$ cat src/hw/rtl/cwmf_pkg.sv
// Package of the clipped window median filter: constants, register indexes and types.
// Used by every module of the block; depends on nothing.
package cwmf_pkg;

  localparam int DEF_MAX_COLS    = 1024;
  localparam int DEF_MAX_ROWS    = 4096;
  localparam int DEF_SAMPLE_BITS = 32;

  localparam int CFG_ADDR_BITS = 2;
  localparam int CFG_DATA_BITS = 13;
  localparam int COLS_REG_BITS = 11;
  localparam int ROWS_REG_BITS = 13;
  localparam int ROW_OUT_BITS  = 12;
  localparam int COL_OUT_BITS  = 10;

  localparam logic [CFG_ADDR_BITS-1:0] REG_GRID_COLS = 2'd0;
  localparam logic [CFG_ADDR_BITS-1:0] REG_GRID_ROWS = 2'd1;

  localparam int RST_GRID_COLS = 1024;
  localparam int RST_GRID_ROWS = 4096;

  localparam logic FUNC_SAMPLE = 1'b0;
  localparam logic FUNC_DRAIN  = 1'b1;

  localparam int WIN_N  = 9;
  localparam int SORT_N = 10;

  typedef struct packed {
    logic valid;
    logic drain;
    logic emit_a;
    logic emit_b;
    logic use_older;
    logic a_col0;
    logic b_col1;
    logic cap0;
    logic cap1;
    logic has_l;
    logic has_r;
    logic last;
  } item_ctl_t;

  typedef struct packed {
    logic                    vld;
    logic                    odd;
    logic                    last;
    logic [ROW_OUT_BITS-1:0] row;
    logic [COL_OUT_BITS-1:0] col;
  } lane_meta_t;

endpackage

$ cat src/hw/rtl/cwmf_outq.sv
// Four-entry result queue that accepts up to two results per cycle.
// Feeds the output stream and gives the pipeline advance signal; uses cwmf_pkg.
module cwmf_outq
  import cwmf_pkg::*;
#(
  parameter int EW = DEF_SAMPLE_BITS + 24
) (
  input  logic          clk,
  input  logic          rst_n,
  input  logic          push_a,
  input  logic [EW-1:0] data_a,
  input  logic          push_b,
  input  logic [EW-1:0] data_b,
  input  logic          pop,
  output logic          room,
  output logic          nempty,
  output logic [EW-1:0] head
);

  logic [EW-1:0] q_r [4];
  logic [1:0]    wr_r, rd_r;
  logic [2:0]    cnt_r;
  logic [1:0]    npush;
  logic          do_pop;

  assign nempty = (cnt_r != 3'd0);
  assign room   = (cnt_r <= 3'd2);
  assign head   = q_r[rd_r];
  assign do_pop = pop && nempty;
  assign npush  = {1'b0, push_a} + {1'b0, push_b};

  always_ff @(posedge clk) begin
    if (push_a) begin
      q_r[wr_r] <= data_a;
    end
    if (push_b) begin
      q_r[push_a ? wr_r + 2'd1 : wr_r] <= data_b;
    end
  end

  always_ff @(posedge clk) begin
    if (!rst_n) begin
      wr_r  <= '0;
      rd_r  <= '0;
      cnt_r <= '0;
    end else begin
      wr_r  <= wr_r + npush;
      rd_r  <= rd_r + {1'b0, do_pop};
      cnt_r <= cnt_r + {1'b0, npush} - {2'b0, do_pop};
    end
  end

endmodule

$ cat config.mk
export PLATFORM = sky130hd
export DESIGN_NAME = cwmf_outq
export DESIGN_NICKNAME = d
export VERILOG_FILES = /design/src/hw/rtl/cwmf_pkg.sv /design/src/hw/rtl/cwmf_outq.sv
export SDC_FILE = /design/constraint.sdc
export NUM_CORES = 1
export LEC_CHECK = 0
export BUFFER_PORTS_ARGS = -buffer_cell sky130_fd_sc_hd__buf_2
export CELL_PAD_IN_SITES_DETAIL_PLACEMENT = 0
export CELL_PAD_IN_SITES_GLOBAL_PLACEMENT = 1
export CORE_ASPECT_RATIO = 0.5
export CORE_MARGIN = 1.5
export CORE_UTILIZATION = 44
export CTS_CLUSTER_DIAMETER = 200
export DETAILED_ROUTE_END_ITERATION = 6
export PLACE_DENSITY_LB_ADDON = 0.1
export SKIP_LAST_GASP = 1
export SLEW_MARGIN = 20
export SYNTH_ARGS = -nofsm -noshare
export SYNTH_HDL_FRONTEND = slang
export SYNTH_SLANG_ARGS = --single-unit
$ cat constraint.sdc
create_clock -name clk -period 3.2 [get_ports clk]
set_input_delay 0.32 -clock clk [delete_from_list [all_inputs] [get_ports clk]]
set_output_delay 0.32 -clock clk [all_outputs]
set_load 0.005 [all_outputs]
# Word-level counts from Yosys, hierarchy flattened
# Memories as Yosys holds them, arrays and structs flattened. A register that Yosys moved wholly into a read port is not among the register bits.
# Cells that the tools add are included.
word_totals:
  memories: 1
  out_inout_bits: 58
  wordCells: 19
  input_bits: 117
  mem_bits_rw: 224
  regBits: 7
op_classes:
  addsub: 6
  reduce_logical: 2
  n_lt_le_gt_ge: 1
  muxes: 6
mem_list:
  columns: ["name", "words", "width", "rd", "rd_clocked_by_memory_dff", "wr", "line", "rtl"]
  rows:
  - ["q_r", 4, 56, 1, 1, 2, "cwmf_outq.sv:20", "logic [EW-1:0] q_r [4];"]
op_table:
  columns: ["operator", "n"]
  rows:
  - ["two-way mux 1 bit", 4]
  - ["two-way mux 2 bit", 2]
  - ["adder 3 x 2 -> 3 bit", 1]
  - ["less-or-equal comparator 3 x 2 -> 1 bit (second input constant)", 1]
  - ["nonzero test 3 bit", 1]
  - ["subtractor 3 x 1 -> 3 bit", 1]
  - ["adder 1 x 1 -> 2 bit", 1]
  - ["adder 2 x 1 -> 2 bit", 1]
  - ["adder 2 x 1 -> 2 bit (second input constant)", 1]
  - ["adder 2 bit", 1]
  - ["logical AND 1 bit", 1]

# Depth between registers and ports, before layout
# Gate-level depths: netlist of run 1.
depth:
  ltp_word: 4
  mapped_depth: 7
  depth_no_buf: 7

# Worst setup path after synthesis of run 1
# Ideal clock, no wire load.
synth_timing:
  kind: "reg-to-reg"
  startpoint: "register wr_r[0]"
  endpoint: "memory q_r[0][0] in the netlist's numbering (enable)"
  stages_incl_launch_ff: 8
  setup_slack_ns: 0.068
  arrival_time_ns: 2.495
  required_time_ns: 2.563
  path_buffers: 2
  period_less_slack_ns: 3.132
  setup_time_ns: 0.637
  path_cell_list: "dfxtp_1 inv_2 ha_1 and3b_1 o21ai_1 buf_4 buf_6 nand2_1"
synth_lines:
  columns: ["element", "line", "rtl"]
  rows:
  - ["start: declaration", "cwmf_outq.sv:21", "logic [1:0] wr_r, rd_r;"]
  - ["start signal: assignment", "cwmf_outq.sv:47", "wr_r <= wr_r + npush;"]
  - ["end: declaration", "cwmf_outq.sv:20", null]

==> impl_results.md, run 1 <==
- Commonest non-fill, non-tap cell in the layout: edfxtp_1
- Switch Pwr: 0.002523 W
- Synth warn: 0
- CP max-delay cell: o31ai_4
- Inserted Clock Buffers: 23
- Clock latency on the worst-skew pair: between 500 and 600 ps
- Total Die Area: 26970 µm²
- Synth Area per Inst: 19.02 µm²
- Clk sink count: 231
- Comb pwr share: 26.8%
- Die height: between 100 and 150 µm
- Slew Limit Headroom: between 20 and 30%
- H-tree depth: 1
- Fin crit share: 81.47%
- Die width: about 230 µm
- Layout Cells excl Fill: ~1100
- Ports: ~180
- Crit-path max cell delay: between 800 and 900 ps
- Most frequent cells in the layout: edfxtp_1, buf_2, mux2_2
- CTS tree: built
- Vias per cell: roughly 5.4
- Routability cong.: between 0.7 and 0.8
- Hold Path Class: input port to flip-flop
- CP delay by family, top: compound AO/OA/AOI/OAI gates
- Routed len/inst: ~23 µm
- Cell-internal power: between 0.006 and 0.007 W
- Synthesized flop and latch total: about 230
- Final hold vios: 0
- Part of the power in the clock network: around 30%
- Critical path cell sequence: nand2_1, o31ai_4, a21o_2, buf_12
- Crit path DAT: 2810 ps
- Total negative slack: 0 ps
- DR vias: 6149
- Post-detailed-route count of antenna-violating nets: 0
- Final Routed Wirelength: between 20 and 30 mm
- Largest net degree at the start of global routing: 57
- Vias in the first global route: ~6500
- CTS clk-pin slew, worst paths: approximately 60 ps
- Critical path fanouts, max: 26
- Final Setup Violations: 0
- Pwr/cell area: between 600 and 700 nW/µm²
- Final min period: roughly 2600 ps
- Fmax: approximately 380 MHz
- # Post-CTS Setup Buffers: 0
- Initial core utilization: a little under half
- Antenna violations before repair: 3
- Dpl hpwl: roughly 16 mm
- Final nets: about 910
- Kind of critical path: flip-flop to flip-flop
- Sequential share of the synthesized area: about 60%
- Layout area overhead: 18.74%
- Yosys cell types: 31
- Core area: 25340 µm²
- Maximum root-to-sink buffer count: 3
- I/O Buffers: about 170
- Drt pass-1 iters: 4
- Post-CTS sizing: 0
- Crit path launch type: flip-flop
- Worst-Margin Slew: 1050 ps
- DR iter-0 viols: roughly 310
- Share of cells above drive strength 1: 61.31%
- Pleak: a little under 5 nW
- Unrepaired setup endpoints after global routing: false
- Grt ovf: 0
- Cell area after synthesis: 11410 µm²
- Gate Count Post-Synth: 600
- First-pass GRT wire length: just under 40 mm
- Clock root buffer: clkbuf_16
- Finished Core Util: between 50% and 60%
- # hold bufs at CTS: 0
- Sequential Power Share: about 43%
- Critical Path End Type: flip-flop
- Max-slew violations: 0
- Remaining routing DRC violations: 0
- Cell Rows: 41
- Post-Syn Nets: slightly above 700
- Fin Clk Skew: about 9.3 ps
- Buffer and inverter count on the worst path: 1
- Outcome: finished clean
- Max IR drop VDD: around 0.0003 V
- Critical path data required time: ~3400 ps
- Total GRT Usage: 19.57%
- Switch share: 26.97%
- Placed insts: between 1000 and 1500
- Max cap viols: 0
-- path summary, 6_finish.rpt --
path,to,cells after the start,start,slack (ps)
worst max-delay path,q_r[2][35],4,wr_r[1],590
worst min-delay path,cnt_r[2],2,rst_n,110
worst max register to register,q_r[2][35],4,wr_r[1],590
worst min register to register,cnt_r[0],2,cnt_r[0],670
-- synth_stat cells (all sizes together) --
master    n  area [µm²]
edfxtp  224        6726
mux2    224        2631
mux4     56        1261
buf      35       252.7
ha        8       100.1
and2      7       43.79
dfxtp     7       140.1
nand2     7       26.28
xnor2     6       52.55
inv       5       18.76
clkbuf    3       11.26
o31ai     3       32.53
a21o      2       15.01
nor3b     2       15.01
o21ai     2       10.01
a21oi     1       5.000
and3b     1       8.760
fa        1       20.02
nand4     1       6.260
nand4b    1       8.760
nor3      1       5.000
o311ai    1       8.760
or2       1       6.260
or3       1       6.260
-- worst reg2reg max path, delay by kind of cell (launching register included) --
family                 cells  cell delay [ps]
AOI/OAI and AO/OA          2             1370
DFF                        1              460
buffers and inverters      1              270
and+or+nand+nor            1              190
-- kinds of logic (layout without fill, tap and decap cells) --
family | count (synthesis) | count (layout) | synth area share (%)
muxes | 280 | 280 | 34.11
DFF | 231 | 231 | 60.17
buffers and inverters | 43 | 239 | 2.478
and+or+nand+nor | 22 | 22 | 1.107
adders and majority gates | 9 | 9 | 1.053
AOI/OAI and AO/OA | 9 | 9 | 0.6249
xor gates and xnor gates | 6 | 6 | 0.4605
other | 0 | 1 | 0
-- sequential cells by signal (all words and copies together) (netlist names) --
name and flops:
rd_r 2, wr_r 2, cnt_r 3, q_r 224
-- metal layers --
| metal | part of all wire, % | global-route usage [%] | up-vias |
|---|---|---|---|
| met5 | 0.089 | 0 | - |
| li1 | - | - | 2816 |
| met4 | 1.7 | 3.791 | 4 |
| met1 | 47 | 27.35 | 3173 |
| met2 | 48 | 32.29 | 118 |
| met3 | 4.1 | 3.949 | 38 |
-- power groups by stage --
stage	clock (W)	combinational (W)	sequential [W]
after floorplan	0	0.00166	0.00402
after global placement	0	0.00255	0.00412
after detailed placement	0	0.00256	0.00414
after CTS	0.00284	0.00257	0.00407
after global routing	0.00297	0.00272	0.00411
final	0.00279	0.00251	0.00406
-- cell type report --
type | instances | area [µm²]
Inverter | 5 | 18.77
Antenna cell | 1 | 2.502
Multi-Input combinational cell | 326 | 4320
Sequential cell | 231 | 6872
Fill cell | 2113 | 11790
Timing Repair Buffer | 193 | 1151
Tap cell | 344 | 430.4
Clock inverter | 17 | 176.4
Clock buffer | 24 | 579.3
-- metrics by stage --
stage	setup WS, ps	total power (W)	hold slack [ps]	instance area (µm²)
finish	592.8	0.009356	113.5	13550
global route	421.7	0.009806	108.5	13550
CTS	544.7	0.009486	98.23	13550
detailed placement	458.5	0.006699	639.7	12790
global placement	550.2	0.006669	644.5	12790
floorplan	68.29	0.005689	441.7	11410
Power figures use the tool's default switching activity.
==> inputs of run 2 (changes only) <==
--- a/config.mk
+++ b/config.mk
@@ -10,7 +10,7 @@
 export CELL_PAD_IN_SITES_GLOBAL_PLACEMENT = 1
 export CORE_ASPECT_RATIO = 0.5
 export CORE_MARGIN = 1.5
-export CORE_UTILIZATION = 44
+export CORE_UTILIZATION = 49
 export CTS_CLUSTER_DIAMETER = 200
 export DETAILED_ROUTE_END_ITERATION = 6
 export PLACE_DENSITY_LB_ADDON = 0.1
==> constraint.sdc (replaced) <==
create_clock -name clk -period 2.53 [get_ports clk]
set_input_delay 0.253 -clock clk [delete_from_list [all_inputs] [get_ports clk]]
set_output_delay 0.253 -clock clk [all_outputs]
set_load 0.005 [all_outputs]
==> run 2 against run 1 <==
Net effect:
- sequential power increased by 24%
- routed wire length fell by 2.7%
- non-clock buffer count grew 5
- final cell count is 3.1% lower
- global-route usage rose by 1.8 points
- register-to-register slack worse by 390 ps
- final area fell by 0.17%
- clock power up 13%
- utilization rose by 5.8 points
- die area down 10%
- sequential cell count did not move
- worst setup slack got worse by 410 ps
- critical endpoint is now head[34]
- highest routed layer is now met4
==> impl_results.md, run 2 (synthesis gave the netlist of run 1 again) <==
- Layout area overhead: 18.54%
- Vias per cell: 5.599 (+3.9%)
- CTS tree: built
- Vias in the first global route: 6709 (+2.9%)
- CP delay by family, top: multiplexers
- DR iter-0 viols: 347 (+13%)
- Total GRT Usage: 21.36% (+1.8 points)
- Routed len/inst: 22.84 µm (+0.38%)
- Critical Path End Type: output port
- Inserted Clock Buffers: 23 (unchanged)
- Slew Limit Headroom: 47.96% (+18 points)
- Clk sink count: 231 (unchanged)
- Clock root buffer: clkbuf_16
- # Post-CTS Setup Buffers: 0 (unchanged)
- Kind of critical path: flip-flop to output port
- Total Die Area: 24270 µm² (-10%)
- Critical path fanouts, max: 58 (+120%)
- First-pass GRT wire length: 38.71 mm (-2.1%)
- Die width: 218.8 µm (-5.2%)
- Ports: 175 (unchanged)
- Layout Cells excl Fill: 1106 (-3.1%)
- Unrepaired setup endpoints after global routing: false
- Crit path DAT: 2090 ps (-720 ps)
- Crit-path max cell delay: 590 ps (-280 ps)
- Metal3 WL: 1.249 mm (+17%)
- R2R setup slack: 200 ps (-390 ps)
- H-tree depth: 1 (unchanged)
- Crit path launch type: flip-flop
- Initial core utilization: 49.97% (+4.9 points)
- Fin crit share: between 90% and 100%
- DR vias: 6192 (+0.70%)
- Commonest non-fill, non-tap cell in the layout: edfxtp_1
- Largest net degree at the start of global routing: 59 (+3.5%)
- Fmax: around 430 MHz
- Clock latency on the worst-skew pair: 520 ps (about the same)
- Dpl hpwl: 15.41 mm (-3.7%)
- Placed insts: 1067 (-2.9%)
- Grt ovf: 0 (unchanged)
- Critical path data required time: 2280 ps (-1130 ps)
- Share of cells above drive strength 1: 60.95% (-0.36 points)
- Total negative slack: 0 ps (unchanged)
- Max cap viols: 0 (unchanged)
- Number of flip-flops in the largest register: 224 (unchanged)
- Metal2 WL: 12.01 mm (-2.8%)
- Final min period: approximately 2300 ps
- CP max-delay cell: mux4_2
- I/O Buffers: 174 (unchanged)
- Most flop-heavy register: q_r
- Antenna violations before repair: 1 (-2)
- Buffer and inverter count on the worst path: 2 (+1)
- # hold bufs at CTS: 0 (unchanged)
- Pwr/cell area: 848.8 nW/µm² (+23%)
- Routability cong.: 0.7296 (+3.5%)
- WL met1: 11.70 mm (-3.2%)
- Most frequent cells in the layout: edfxtp_1, buf_2, mux2_2
- Hold Path Class: input port to flip-flop
- Post-detailed-route count of antenna-violating nets: 0 (unchanged)
- Remaining routing DRC violations: 0 (unchanged)
- CTS clk-pin slew, worst paths: 60 ps (about the same)
- Core area: 22840 µm² (-9.9%)
- Final Setup Violations: 0 (unchanged)
- Final hold vios: 0 (unchanged)
- Outcome: finished clean
- Drt pass-1 iters: 5 (+1)
- FILL cells: 1742 (-18%)
- Critical path cell sequence: buf_12, mux4_2, buf_2
- Worst-Margin Slew: 780.6 ps (-269.8 ps)
- Final Routed Wirelength: 25.27 mm (-2.7%)
- DR top layer: met4
- Die height: 110.9 µm (-5.1%)
- # diodes: 0 (-1)
- Top flop regs: q_r (224), cnt_r (3)
- Maximum root-to-sink buffer count: 3 (unchanged)
- Final nets: 911 (+0.55%)
- Fin Clk Skew: 4.129 ps (-5.214 ps)
- Cell Rows: 39 (-4.9%)
- Register area: 6872 µm² (unchanged)
- Area of the multi-input gates: 4333 µm² (+0.29%)
- Max-slew violations: 0 (unchanged)
- Post-CTS sizing: 0 (unchanged)
- Pleak: 4.855 nW (about the same)
- Max IR drop VDD: 0.0007174 V (+130%)
[run 2: cell types whose count changed in the layout (fill, tap and decap cells not counted), sizes merged]
| cell | before | now |
|---|---|---|
| inv | 5 | 6 |
| clkbuf | 24 | 28 |
| diode | 1 | 0 |
| clkinv | 13 | 9 |
| bufinv | 4 | 1 |
| buf | 193 | 198 |
[run 2: final timing paths]
path,endpoint,cells past startpoint,startpoint
worst max-delay path,head[34],3,rd_r[0]
worst min-delay path,rd_r[0],2,rst_n
worst max register to register,q_r[1][6],6,wr_r[1]
worst min register to register,cnt_r[0],2,cnt_r[0]
[run 2: report_power, final]
| group | switching, W | internal (W) | leakage [nW] |
|---|---|---|---|
| Clock | 0.00139 | 0.00176 | 0.327 |
| Sequential | 0.000149 | 0.00490 | 2.15 |
| Combinational | 0.00156 | 0.00172 | 2.38 |
| Total | 0.00310 | 0.00838 | 4.85 |
[run 2: metal layers]
metal / up-vias / global-route usage [%]
met2: 136 / 34.51
met3: 25 / 4.005
met5: - / 0
li1: 2825 / -
met4: 0 / 3.562
met1: 3206 / 30.73
[run 2: metrics by stage]
| step | area (µm²) | power [W] | worst slack [ps] | util (%) | hold slack [ps] |
|---|---|---|---|---|---|
| global route | 13530 | 0.01202 | 77.88 | 59.24 | 42.73 |
| CTS | 13530 | 0.01165 | 143.5 | 59.24 | 35.57 |
| global placement | 12860 | 0.008450 | 236.3 | 56.31 | 568.9 |
| finish | 13530 | 0.01148 | 185.1 | 59.24 | 57.88 |
| floorplan | 11440 | 0.007186 | 250.4 | - | 374.7 |
| detailed placement | 12860 | 0.008483 | 214.4 | 56.31 | 578.4 |
[run 2: layout make-up]
type,instances,share of cell area (%)
multi-input combinational,326,32.03
clock buffer,28,4.393
sequential,231,50.80
tap,307,2.839
inverter,5,0.1387
timing repair buffer,198,9.249
clock inverter,11,0.5549
==> inputs of run 3 (changes only) <==
--- a/config.mk
+++ b/config.mk
@@ -5,15 +5,16 @@
 export SDC_FILE = /design/constraint.sdc
 export NUM_CORES = 1
 export LEC_CHECK = 0
+export ABC_AREA = 1
 export BUFFER_PORTS_ARGS = -buffer_cell sky130_fd_sc_hd__buf_2
 export CELL_PAD_IN_SITES_DETAIL_PLACEMENT = 0
 export CELL_PAD_IN_SITES_GLOBAL_PLACEMENT = 1
 export CORE_ASPECT_RATIO = 0.5
 export CORE_MARGIN = 1.5
-export CORE_UTILIZATION = 49
+export CORE_UTILIZATION = 44
 export CTS_CLUSTER_DIAMETER = 200
 export DETAILED_ROUTE_END_ITERATION = 6
-export PLACE_DENSITY_LB_ADDON = 0.1
+export PLACE_DENSITY = 0.85
 export SKIP_LAST_GASP = 1
 export SLEW_MARGIN = 20
 export SYNTH_ARGS = -nofsm -noshare
==> run 3 against run 2 <==
Net effect:
- sequential power up 1%
- final area increased by 3.4%
- power increased by 5.7%
- clock skew increased by 11 ps
- sequential cell count unchanged
- die area rose by 16%
- worst hold slack got worse by 21 ps
- largest cell class unchanged
==> impl_results.md, run 3 <==
- Pleak: 6.046 nW (+25%)
- Post-synth top flop: edfxtp_1
- Max cap viols: 0 (unchanged)
- H-tree depth: 1 (unchanged)
- Synth warn: 0 (unchanged)
- Cell Rows: 42 (+7.7%)
- Drt pass-1 iters: 5 (unchanged)
- Hold Path Class: input port to flip-flop
- Number of flip-flops in the largest register: 224 (unchanged)
- R2R setup slack: 250 ps (+50 ps)
- Vias in the first global route: 10019 (+49%)
- Top flop regs: q_r (224), cnt_r (3)
- Comb pwr share: 31.4% (+2.8 points)
- Unrepaired setup endpoints after global routing: false
- Final min period: 2387 ps (+42.07 ps)
- Pwr/cell area: 867.6 nW/µm² (+2.2%)
- Synthesized flop and latch total: 231 (unchanged)
- Post-CTS sizing: 0 (unchanged)
- Crit path DAT: 2130 ps (+40 ps)
- Antenna violations before repair: 2 (+1)
- Max-slew violations: 0 (unchanged)
- FF-to-FF Start: wr_r[1]
- Max IR drop VDD: 0.0004473 V (-38%)
- Final hold vios: 0 (unchanged)
- Inserted Clock Buffers: 23 (unchanged)
- Post-detailed-route count of antenna-violating nets: 0 (unchanged)
- Commonest non-fill, non-tap cell in the layout: nand2_1
- DR iter-0 viols: 1225 (+250%)
- Total Die Area: 28190 µm² (+16%)
- Synth Area per Inst: 8.765 µm² (-54%)
- DR vias: 10631 (+72%)
- Critical Path End Type: output port
- Hold path depth: 3 (+1)
- Ports: 175 (unchanged)
- XOR/XNOR share of the synthesized area: 0.4192% (-0.041 points)
- Routed len/inst: 19.95 µm (-13%)
- Layout area overhead: 17.20%
- CTS clk-pin slew, worst paths: 60 ps (about the same)
- Post-synthesis mux area share: 0% (-34 points)
- Largest family of logic cells by synthesized area: simple AND/OR/NAND/NOR gates
- Hold EP: cnt_r[0]
- Total GRT Usage: 25.69% (+4.3 points)
- I/O Buffers: 174 (unchanged)
- Crit path launch type: flip-flop
- Kind of critical path: flip-flop to output port
- Overall power: 0.01214 W (+5.7%)
- Final Setup Violations: 0 (unchanged)
- Top post-synthesis cells by area: edfxtp_1, nand2_1, nand4_1
- Sequential Power Share: 42.1% (-1.8 points)
- Remaining routing DRC violations: 0 (unchanged)
- Fmax: 418.9 MHz (-1.8%)
- Switch share: 34.64% (+7.6 points)
- Most frequent cells in the layout: nand2_1, edfxtp_1, buf_2
- Clk sink count: 231 (unchanged)
- Final Routed Wirelength: 37.16 mm (+47%)
- Post-synth top cells: nand2_1, edfxtp_1, nor2_1
- Slew Limit Headroom: 23.37% (-25 points)
- Maximum root-to-sink buffer count: 3 (unchanged)
- Outcome: finished clean
- R2r endpoint: q_r[0][30]
- # hold bufs at CTS: 0 (unchanged)
- Grt ovf: 0 (unchanged)
- Cell area after synthesis: 11940 µm² (+4.6%)
- Vias per cell: 5.706 (+1.9%)
- Share of cells above drive strength 1: 17.56% (-43 points)
- Synth top area share: 56.35% (-2.6 points)
- Dominant cell type by area after synthesis: edfxtp_1
- Critical path fanouts, max: 26 (-55%)
- Cell-internal power: 0.007933 W (-5.3%)
- Initial core utilization: 44.98% (-5.0 points)
- Largest net degree at the start of global routing: 93 (+58%)
- Most flop-heavy register: q_r
- Post-synthesis compound-gate area fraction: 7.714% (+7.1 points)
- # Post-CTS Setup Buffers: 0 (unchanged)
- Reg2reg path depth: 9 (+3)
- Die width: 235.9 µm (+7.8%)
- Routability cong.: 0.8417 (+15%)
- Clock root buffer: clkbuf_16
- Async S/R FF share, synth: 0% (unchanged)
- Critical path data required time: 2280 ps (about the same)
- Fin crit share: 94.35% (+1.7 points)
- Yosys cell types: 22 (-29%)
- Clock latency on the worst-skew pair: 510 ps (about the same)
- Sequential share of the synthesized area: 57.52% (-2.6 points)
- Post-Syn Nets: 1488 (+100%)
- Dpl hpwl: 21.50 mm (+40%)
- Hold Crit Start: rst_n
- First-pass GRT wire length: 56.44 mm (+46%)
- Layout Cells excl Fill: 1863 (+68%)
- Post-Synth Simple-Gate Area: 28.39% (+27 points)
- Synth Area in Adders: 1.006% (-0.046 points)
- Gate Count Post-Synth: 1362 (+130%)
- Hold slack: 37.07 ps (-20.81 ps)
- Switch Pwr: 0.004205 W (+36%)
- Worst-Margin Slew: 1149 ps (+368.8 ps)
- Part of the power in the clock network: 26.5% (-1.0 points)
- CTS tree: built
- Total negative slack: 0 ps (unchanged)
- Number of synthesized flops with an enable pin: 224 (unchanged)
- Finished Core Util: 52.72% (-6.5 points)
- Most common cell in the netlist: nand2_1
- Core area: 26540 µm² (+16%)
- Final nets: 1618 (+78%)
- FILL cells: 2384 (+37%)
- Fin Clk Skew: 15.37 ps (+11.24 ps)
- Placed insts: 1819 (+70%)
- Die height: 119.5 µm (+7.7%)
[run 3: cells by family after synthesis]
kind of cell | Yosys count
AOI/OAI and AO/OA | 170
and+or+nand+nor | 825
buffers and inverters | 123
xor gates and xnor gates | 4
DFF | 231
adders and majority gates | 9
[run 3: worst max path at each step]
stage	start	end	slack [ps]	cells past startpoint
floorplan	wr_r[0]	q_r[0][0]	210	9
global placement	wr_r[1]	q_r[0][40]	390	9
detailed placement	wr_r[1]	q_r[0][30]	290	9
CTS	rd_r[1]	head[50]	120	5
global route	rd_r[1]	head[50]	60	5
finish	rd_r[1]	head[0]	140	4
[run 3: layer usage]
| layer | routed length [µm] | vias to the layer above | track usage (%) |
|---|---|---|---|
| met5 | 0 | - | 0 |
| met4 | 848 | 0 | 7.903 |
| met3 | 2693 | 64 | 3.315 |
| met2 | 18570 | 511 | 44.80 |
| met1 | 15050 | 5104 | 33.50 |
| li1 | - | 4952 | - |
[run 3: final cells by class]
type                       count  area, µm²  share of cell area (%)
antenna                        2      5.005                 0.03577
clock buffer                  34      646.9                   4.624
clock inverter                 8      40.04                  0.2862
inverter                      13      50.05                  0.3577
multi-input combinational   1008       4606                   32.92
sequential                   231       6872                   49.11
tap                          352      440.4                   3.148
timing repair buffer         215       1331                   9.515
[run 3: power by group through the flow]
stage | Sequential, W | Combinational (W) | Clock [W]
6_report | 0.00511 | 0.00381 | 0.00322
5_1_grt | 0.00515 | 0.00416 | 0.00338
4_1_cts | 0.00511 | 0.00383 | 0.00323
3_5_place_dp | 0.00518 | 0.00382 | 0
3_3_place_gp | 0.00517 | 0.00374 | 0
2_1_floorplan | 0.00511 | 0.00215 | 0
[run 3: stage by stage]
step | area, µm² | setup WS [ps]
2_1_floorplan | 11970 | 213.0
3_3_place_gp | 13300 | 385.6
3_5_place_dp | 13300 | 286.2
4_1_cts | 13990 | 121.0
5_1_grt | 13990 | 62.69
6_report | 13990 | 143.1
[run 3: worst max-delay path, stage by stage, from the launching register on]
cell	delay, ps
dfxtp_2	580
buf_4	400
o21ai_0	140
o22ai_1	320
buf_2	180
